[src/hdl/rwv_pkg.sv]
// ----------------------------------------------------------------------------
// rwv_pkg
// Types and fixed constants shared by the rolling volatility modules.
// ----------------------------------------------------------------------------
package rwv_pkg;

  localparam int unsigned VOL_W     = 27;
  localparam int unsigned USED_W    = 9;
  localparam int unsigned WIN_CFG_W = 9;
  localparam int unsigned PPY_W     = 10;
  localparam int unsigned CFG_IDX_W = 1;
  localparam int unsigned CFG_DATA_W = 10;

  localparam logic [VOL_W-1:0]     VOL_MAX     = {VOL_W{1'b1}};
  localparam logic [WIN_CFG_W-1:0] WIN_RESET   = 9'd20;
  localparam logic [PPY_W-1:0]     PPY_RESET   = 10'd252;

  localparam logic [CFG_IDX_W-1:0] CFG_IDX_WINDOW = 1'b0;
  localparam logic [CFG_IDX_W-1:0] CFG_IDX_PPY    = 1'b1;

  typedef struct packed {
    logic take;
    logic acc_clear;
    logic rd_issue;
    logic mul_sq_load;
    logic mul_neg_load;
    logic mul_ppy_load;
    logic mul_step;
    logic div_load;
    logic div_step;
    logic sqrt_load;
    logic sqrt_step;
    logic out_load;
  } dp_cmd_t;

  typedef struct packed {
    logic n_small;
    logic rd_last;
    logic pipe_busy;
    logic mul_done;
    logic out_busy;
  } dp_status_t;

endpackage

[src/hdl/rwv_ctrl.sv]
// ----------------------------------------------------------------------------
// rwv_ctrl
// Sequencer for one item: ring scan, serial products, division, root.
// ----------------------------------------------------------------------------
module rwv_ctrl #(
  parameter int unsigned DIV_W = 76
) (
  input  logic                 clk_i,
  input  logic                 rst_ni,
  input  logic                 in_valid_i,
  output logic                 in_ready_o,
  input  rwv_pkg::dp_status_t  status_i,
  output rwv_pkg::dp_cmd_t     cmd_o
);

  localparam int unsigned CTR_W = $clog2(DIV_W);

  localparam logic [3:0] S_IDLE  = 4'd0;
  localparam logic [3:0] S_CHK   = 4'd1;
  localparam logic [3:0] S_ACC   = 4'd2;
  localparam logic [3:0] S_DRAIN = 4'd3;
  localparam logic [3:0] S_SQ    = 4'd4;
  localparam logic [3:0] S_MN    = 4'd5;
  localparam logic [3:0] S_PPY   = 4'd6;
  localparam logic [3:0] S_DIV   = 4'd7;
  localparam logic [3:0] S_SQL   = 4'd8;
  localparam logic [3:0] S_SQRT  = 4'd9;
  localparam logic [3:0] S_FIN   = 4'd10;

  logic [3:0]       state_q, state_d;
  logic [CTR_W-1:0] cnt_q, cnt_d;

  assign in_ready_o = (state_q == S_IDLE);

  always_comb begin
    cmd_o   = '0;
    state_d = state_q;
    cnt_d   = cnt_q;
    unique case (state_q)
      S_IDLE: begin
        if (in_valid_i) begin
          cmd_o.take = 1'b1;
          state_d    = S_CHK;
        end
      end
      S_CHK: begin
        if (status_i.n_small) begin
          state_d = S_FIN;
        end else begin
          cmd_o.acc_clear = 1'b1;
          state_d         = S_ACC;
        end
      end
      S_ACC: begin
        cmd_o.rd_issue = 1'b1;
        if (status_i.rd_last) begin
          state_d = S_DRAIN;
        end
      end
      S_DRAIN: begin
        if (!status_i.pipe_busy) begin
          cmd_o.mul_sq_load = 1'b1;
          state_d           = S_SQ;
        end
      end
      S_SQ: begin
        if (status_i.mul_done) begin
          cmd_o.mul_neg_load = 1'b1;
          state_d            = S_MN;
        end else begin
          cmd_o.mul_step = 1'b1;
        end
      end
      S_MN: begin
        if (status_i.mul_done) begin
          cmd_o.mul_ppy_load = 1'b1;
          state_d            = S_PPY;
        end else begin
          cmd_o.mul_step = 1'b1;
        end
      end
      S_PPY: begin
        if (status_i.mul_done) begin
          cmd_o.div_load = 1'b1;
          cnt_d          = '0;
          state_d        = S_DIV;
        end else begin
          cmd_o.mul_step = 1'b1;
        end
      end
      S_DIV: begin
        cmd_o.div_step = 1'b1;
        cnt_d          = cnt_q + 1'b1;
        if (cnt_q == CTR_W'(DIV_W - 1)) begin
          state_d = S_SQL;
        end
      end
      S_SQL: begin
        cmd_o.sqrt_load = 1'b1;
        cnt_d           = '0;
        state_d         = S_SQRT;
      end
      S_SQRT: begin
        cmd_o.sqrt_step = 1'b1;
        cnt_d           = cnt_q + 1'b1;
        if (cnt_q == CTR_W'(rwv_pkg::VOL_W - 1)) begin
          state_d = S_FIN;
        end
      end
      S_FIN: begin
        if (!status_i.out_busy) begin
          cmd_o.out_load = 1'b1;
          state_d        = S_IDLE;
        end
      end
      default: begin
        state_d = S_IDLE;
      end
    endcase
  end

  always_ff @(posedge clk_i or negedge rst_ni) begin
    if (!rst_ni) begin
      state_q <= S_IDLE;
      cnt_q   <= '0;
    end else begin
      state_q <= state_d;
      cnt_q   <= cnt_d;
    end
  end

endmodule

[config.mk]
export PLATFORM = sky130hd
export DESIGN_NAME = rwv_ctrl
export DESIGN_NICKNAME = d
export VERILOG_FILES = /design/src/hdl/rwv_pkg.sv /design/src/hdl/rwv_ctrl.sv
export SDC_FILE = /design/constraint.sdc
export NUM_CORES = 1
export LEC_CHECK = 0
export BUFFER_PORTS_ARGS = -buffer_cell sky130_fd_sc_hd__buf_4
export CORE_MARGIN = 10
export CORE_UTILIZATION = 51
export DETAILED_ROUTE_END_ITERATION = 10
export MAX_ROUTING_LAYER = met4
export PLACE_DENSITY_LB_ADDON = 0.2
export SKIP_LAST_GASP = 1
export SYNTH_ARGS = -nofsm -noshare
export SYNTH_HDL_FRONTEND = slang
export SYNTH_SLANG_ARGS = --single-unit
[constraint.sdc]
create_clock -name clk_i -period 2.11 [get_ports clk_i]
set_input_delay 0.211 -clock clk_i [delete_from_list [all_inputs] [get_ports clk_i]]
set_output_delay 0.211 -clock clk_i [all_outputs]
set_load 0.01 [all_outputs]
==> impl_metrics.toml, run 1 <==
[synth]
ys.flop_type = "dfrtp_1"
avgSynthCellArea_um2 = 8.48
synth_nets = 110
ys_seq_area_share_pct = 32.4
synth_edf_count = 0
ys_seq_elements = 11
syn-cell-area_um2 = 848
synth.distinct_cells = 41
synth_top_cell_by_area = "dfrtp_1"
async_reset_ff_share_pct = 100
netlist_top_cells_area = "dfrtp_1 (32%), o21ai_0 (4.7%), nand2_1 (4.4%), nor2_1 (4.0%), nor3_1 (3.5%)"
syn_inst = 100
yosysWarnings = 0
yosysTopAreaCellShare_pct = 32.4

[cts]
cts-root-buf = "clkbuf_4"
cts_sinks = 11
cts_setup_buffers = 0
cts_max_level = 1
clk_path_buf_depth = 2
clk_pin_slew_ps = 70
cts_buffers = 3
clk_latency_ps = 270
cts_tree = "yes"

[critical_path]
crit_family = "simple AND/OR/NAND/NOR gates"
critPathBufInv = 2
reg2reg_slack_ps = 290
cp_max_fo = 16
critical_path.cell_chain = "or4_4 -> inv_1 -> and2_1 -> buf_4"
crit_start = "state_q[3]$_DFFE_PN0P_"
cp_data_arrival_time_ps = 1610
cp-start-kind = "flip-flop"
cp-endpoint = "cmd_o[11]"
cpPeakStageDelay_ps = 550
r2r-start = "state_q[3]$_DFFE_PN0P_"
r2r_cells = 4
r2r_end = "state_q[3]$_DFFE_PN0P_"
cp.depth = 4
required_ps = 1900
crit_type = "reg -> out"
cp_slowest_cell = "dfrtp_1"
end_kind = "primary output"

[pwr]
p_leak_nw = 0.487
power.density_nw_per_um2 = 1300
irDropWorstVdd_mv = 0.745
power_mw = 1.37

[floorplanning]
core_area_um2 = 1540
rows = 14
dieArea_um2 = 3690
ios = 21
start_util_pct = 55.0
fp.dieW_um = 60.8
die_h_um = 60.8

[grt]
top_usage_layer = "met2"
grt_pass1_vias = 755
grt_antenna_before_repair = 0
grt_max_degree = 17
grt_util_all_layers_pct = 12.7
grt_pass1_wl_mm = 3.47
met3_usage_pct = 5.01
grt_overflow = 0
grtUsageMet1_pct = 15.1
gr-usage-met2_pct = 18.9

[timing]
skew_ps = 3.99
rsz0062_at_grt = "false"
maxSlewViolCount = 0
period_share_pct = 86.4
hold_violations = 0
period_needed_ps = 1820
max_freq_mhz = 549
slew_headroom_pct = 68.9
finalSetupTns_ps = 0
worst_pin_slew_ps = 466
setup_viol = 0

[detailed_routing]
post-route-drc-count = 0
dr.pass1.iters = 4
ant_nets = 0
drt-initial-drc-count = 13
viasPerCell = 5.67
wl_mm = 2.04
wire_per_inst_um = 14.6
vias = 794

[placement]
gp_congestion = 0.856
io_buffer_count = 20
place_hpwl_mm = 1.65

[layout]
diodes = 0
syn_to_final_growth_pct = 23.6
nets = 135
nFillCells = 141
regArea_um2 = 275
multiInputGateArea_um2 = 522
final_layout_size_suffix_gt1_share_pct = 31.5

[run_status]
run_status = "completed"

[flow_run]
max_cap_violations = 0

[hold_path]
min_path_type = "in -> reg"
## registers in the layout, indices dropped and copies added, names as in the netlist
register  flops
cnt_q         7
state_q       4
## cell usage after synthesis, types with 2 or more instances
cell type,number
nand3_1,3
nor4_1,2
o21ai_1,5
inv_1,6
mux2i_1,2
and2_1,3
o31ai_1,2
buf_2,2
o21ai_0,8
nor2_1,9
a21oi_1,2
xnor2_1,2
nor3_1,6
nand2_1,10
ha_1,2
dfrtp_1,11
## logic make-up (layout without fill, tap and decap cells)
logic type | after synthesis | after routing | share of synthesized area (%)
flip-flops | 11 | 11 | 32.4
AND/OR/NAND/NOR | 45 | 45 | 30.7
multiplexers | 3 | 3 | 4.13
buffers and inverters | 10 | 34 | 6.05
XOR/XNOR | 2 | 2 | 2.07
adder cells (fa/ha/maj) | 2 | 2 | 2.95
AO/OA/AOI/OAI | 27 | 27 | 21.7
## power breakdown
part / switching, mW / internal (mW) / leakage [nW]
combinational: 0.433 / 0.399 / 0.328
sequential: 0.119 / 0.276 / 0.144
clock: 0.0684 / 0.0732 / 0.0150
total: 0.620 / 0.748 / 0.487
## worst min-delay path, stage by stage
cell     delay (ps)
buf_4            90
o31a_1          130
o21ai_1          60
## layer usage
metal  vias up  routed length, um
met5         -                  0
met4         0                 10
met3         2                114
met2        16                981
met1       367                937
li1        409                  -
## placed cells by master, fill, tap and decap left out, types with 2 or more instances in the layout
cell | synthesis | layout
a21oi_1 | 2 | 2
and2_1 | 3 | 3
buf_4 | 1 | 23
clkbuf_4 | 0 | 3
dfrtp_1 | 11 | 11
ha_1 | 2 | 2
inv_1 | 6 | 6
mux2i_1 | 2 | 2
nand2_1 | 10 | 10
nand3_1 | 3 | 3
nor2_1 | 9 | 9
nor3_1 | 6 | 6
nor4_1 | 2 | 2
o21ai_0 | 8 | 8
o21ai_1 | 5 | 5
o31ai_1 | 2 | 2
xnor2_1 | 2 | 2
## metrics by stage
step	hold slack [ps]	instances	setup WS (ps)	util (%)	cell area (um^2)
floorplan	-84.6	100	486	-	848
global placement	51.5	135	375	65.7	1010
detailed placement	51.5	135	308	65.7	1010
CTS	259	140	281	68.0	1050
global route	256	140	144	68.0	1050
finish	263	140	288	68.0	1050
## worst min path at each step
stage                 from                      to  cells past startpoint
2_1_floorplan       rst_ni    cnt_q[0]$_DFFE_PN0P_                      0
3_3_place_gp        rst_ni  state_q[1]$_DFFE_PN0P_                      1
3_5_place_dp        rst_ni  state_q[2]$_DFFE_PN0P_                      1
4_1_cts        status_i[2]  state_q[2]$_DFFE_PN0P_                      3
5_1_grt        status_i[2]  state_q[2]$_DFFE_PN0P_                      3
6_report       status_i[2]  state_q[2]$_DFFE_PN0P_                      3
## what timing repair did
action / 4_1_cts / 5_1_grt
hold buffers: 1 / 0
resized for setup: 0 / 0
hold endpoints to repair: 11 / 0
## layout make-up
cell class,instances,share of cell area (%)
inverters,6,2.15
well taps,16,1.91
clock buffers,4,2.51
repair buffers,24,17.4
multi-input cells,79,49.8
flip-flops and latches,11,26.3
No activity file was read; power rests on OpenSTA's default activity.
==> run 2: changes to the inputs <==
--- a/config.mk
+++ b/config.mk
@@ -5,9 +5,11 @@
 export SDC_FILE = /design/constraint.sdc
 export NUM_CORES = 1
 export LEC_CHECK = 0
+export ABC_AREA = 1
 export BUFFER_PORTS_ARGS = -buffer_cell sky130_fd_sc_hd__buf_4
+export CAP_MARGIN = 10
 export CORE_MARGIN = 10
-export CORE_UTILIZATION = 51
+export CORE_UTILIZATION = 52
 export DETAILED_ROUTE_END_ITERATION = 10
 export MAX_ROUTING_LAYER = met4
 export PLACE_DENSITY_LB_ADDON = 0.2
==> run 2 against run 1 <==
Compared with the run above: sequential power is 5% higher; sequential share of layout area shrank 1.2 points; cell count grew 29%; largest cell class unchanged; total power down 0.20%; synthesized cell count rose by 41%; utilization grew 2.4 points; via count up 28%; non-clock buffer count is 3 lower.
==> impl_metrics.toml, run 2 <==
[layout]
nets = 176
final_cell_mix = "nand2_1 (31), nor2_1 (27), buf_4 (20)"
final_area_um2 = 1100
layout_commonest_cell = "nand2_1"
syn_to_final_growth_pct = 22.5
reg_top3 = "cnt_q: 7 flops, state_q: 4 flops"
final_cells = 181
diodes = 0
final_layout_size_suffix_gt1_share_pct = 23.6
top_register = "cnt_q"
largest_reg_flops = 7

[grt]
grt_max_degree = 12
grt_util_all_layers_pct = 13.9
grt_antenna_before_repair = 0
grt_overflow = 0
grt_pass1_wl_mm = 3.92
grt_pass1_vias = 911

[synth]
ys_seq_elements = 11
ys.flop_type = "dfrtp_1"
synth_top_cell_by_area = "dfrtp_1"
synthTopCellsByCount = "nand2_1 (31), nor2_1 (27), inv_1 (17)"
yosysTopAreaCellShare_pct = 30.7
async_reset_ff_share_pct = 100
synth.distinct_cells = 20
synth_nets = 151
yosysWarnings = 0
syn-cell-area_um2 = 896
avgSynthCellArea_um2 = 6.35
yosysMostFrequentCell = "nand2_1"
netlist_top_cells_area = "dfrtp_1 (31%), nand2_1 (13%), nor2_1 (11%), inv_1 (7.1%), nand3_1 (6.1%)"
syn_inst = 141
ys_seq_area_share_pct = 30.7
synth_edf_count = 0

[pwr]
irDropWorstVdd_mv = 0.755
internal_power_mw = 0.658
switching_share_pct = 51.8
p_seq_share_pct = 30.3
netSwitchingPower_mw = 0.707
p_leak_nw = 0.586
power.density_nw_per_um2 = 1240
power_frac_comb_pct = 58.9
power.share.clock_pct = 10.9

[critical_path]
required_ps = 1900
cp_max_fo = 6
r2r_cells = 7
cp_data_arrival_time_ps = 1510
r2r_end = "state_q[2]$_DFFE_PN0P_"
reg2reg_slack_ps = 630
r2r-start = "cnt_q[0]$_DFFE_PN0P_"
crit_start = "state_q[2]$_DFFE_PN0P_"
end_kind = "primary output"
cp-start-kind = "flip-flop"
crit_type = "reg -> out"

[floorplanning]
dieArea_um2 = 3780
core_area_um2 = 1560
ios = 21
die_h_um = 61.5
fp.dieW_um = 61.5
start_util_pct = 57.5
rows = 14

[timing]
max_freq_mhz = 582
setup_viol = 0
worst_pin_slew_ps = 383
rsz0062_at_grt = "false"
slew_headroom_pct = 74.2
whs_ps = 301
period_needed_ps = 1720
hold_violations = 0
finalSetupTns_ps = 0
maxSlewViolCount = 0
skew_ps = 5.15
period_share_pct = 81.4

[cts]
clk_pin_slew_ps = 70
cts_max_level = 1
clk_latency_ps = 270
cts-root-buf = "clkbuf_4"
cts_setup_buffers = 0
cts_buffers = 3
cts_tree = "yes"
cts_sinks = 11
clk_path_buf_depth = 2

[placement]
place_hpwl_mm = 1.97
gp_congestion = 0.928
place_inst = 176
placed_area_um2 = 1060
io_buffer_count = 20

[detailed_routing]
ant_nets = 0
wl_met3_um = 186
dr.pass1.iters = 4
wl_met2_mm = 1.06
vias = 1019
post-route-drc-count = 0
drt-initial-drc-count = 50
wire_per_inst_um = 13.2
wl_met1_mm = 1.11
wl_mm = 2.38
viasPerCell = 5.63
dr.max_layer_used = "met4"

[hold_path]
min_path_type = "in -> async"

[flow_run]
max_cap_violations = 0

[run_status]
run_status = "completed"
[run 2: cells by family after synthesis]
logic type                 share of synthesized area (%)
DFF                                                 30.7
adders and majority gates                           2.79
xor gates and xnor gates                            2.93
buffers and inverters                               9.78
and+or+nand+nor                                     47.8
AOI/OAI and AO/OA                                   6.01
[run 2: metrics by stage]
| step | power, mW | util, % | setup WS (ps) |
|---|---|---|---|
| floorplan | 0.966 | - | 840 |
| global placement | 1.18 | 68.1 | 692 |
| detailed placement | 1.21 | 68.1 | 651 |
| CTS | 1.36 | 70.4 | 400 |
| global route | 1.50 | 70.4 | 194 |
| finish | 1.37 | 70.4 | 393 |
[run 2: worst max-delay path by stage]
| stage | endpoint | cells after the start |
|---|---|---|
| after floorplan | cmd_o[10] | 3 |
| after global placement | cmd_o[10] | 4 |
| after detailed placement | state_q[2]$_DFFE_PN0P_ | 7 |
| after CTS | cmd_o[10] | 4 |
| after global routing | cmd_o[10] | 4 |
| final | cmd_o[10] | 4 |
[run 2: routing by layer]
layer / up-vias / GRT usage (%)
li1: 497 / -
met1: 478 / 17.9
met3: 4 / 4.12
met4: 0 / 5.41
met2: 40 / 19.9
met5: - / -
[run 2: layout make-up]
class | count | area [um^2]
Timing Repair Buffer | 21 | 160
Fill cell | 137 | 462
Multi-Input combinational cell | 107 | 533
Tap cell | 16 | 20.0
Clock buffer | 4 | 26.3
Sequential cell | 11 | 275
Inverter | 22 | 82.6
[run 2: power groups by stage]
stage,sequential [mW],combinational [mW],clock [mW]
after global placement,0.404,0.777,0
after global routing,0.428,0.905,0.165
final,0.413,0.804,0.148
after detailed placement,0.411,0.797,0
after floorplan,0.365,0.601,0
after CTS,0.407,0.801,0.150
[run 2: repair_timing]
action | CTS | global route
hold endpoints to repair | 11 | 0
hold buffers | 1 | 0
resized for setup | 0 | 0
[run 2: critical path, stage by stage, from the launching register on]
cell,delay (ps)
dfrtp_1,440
nor2_1,330
inv_1,150
nor3_1,160
buf_4,150
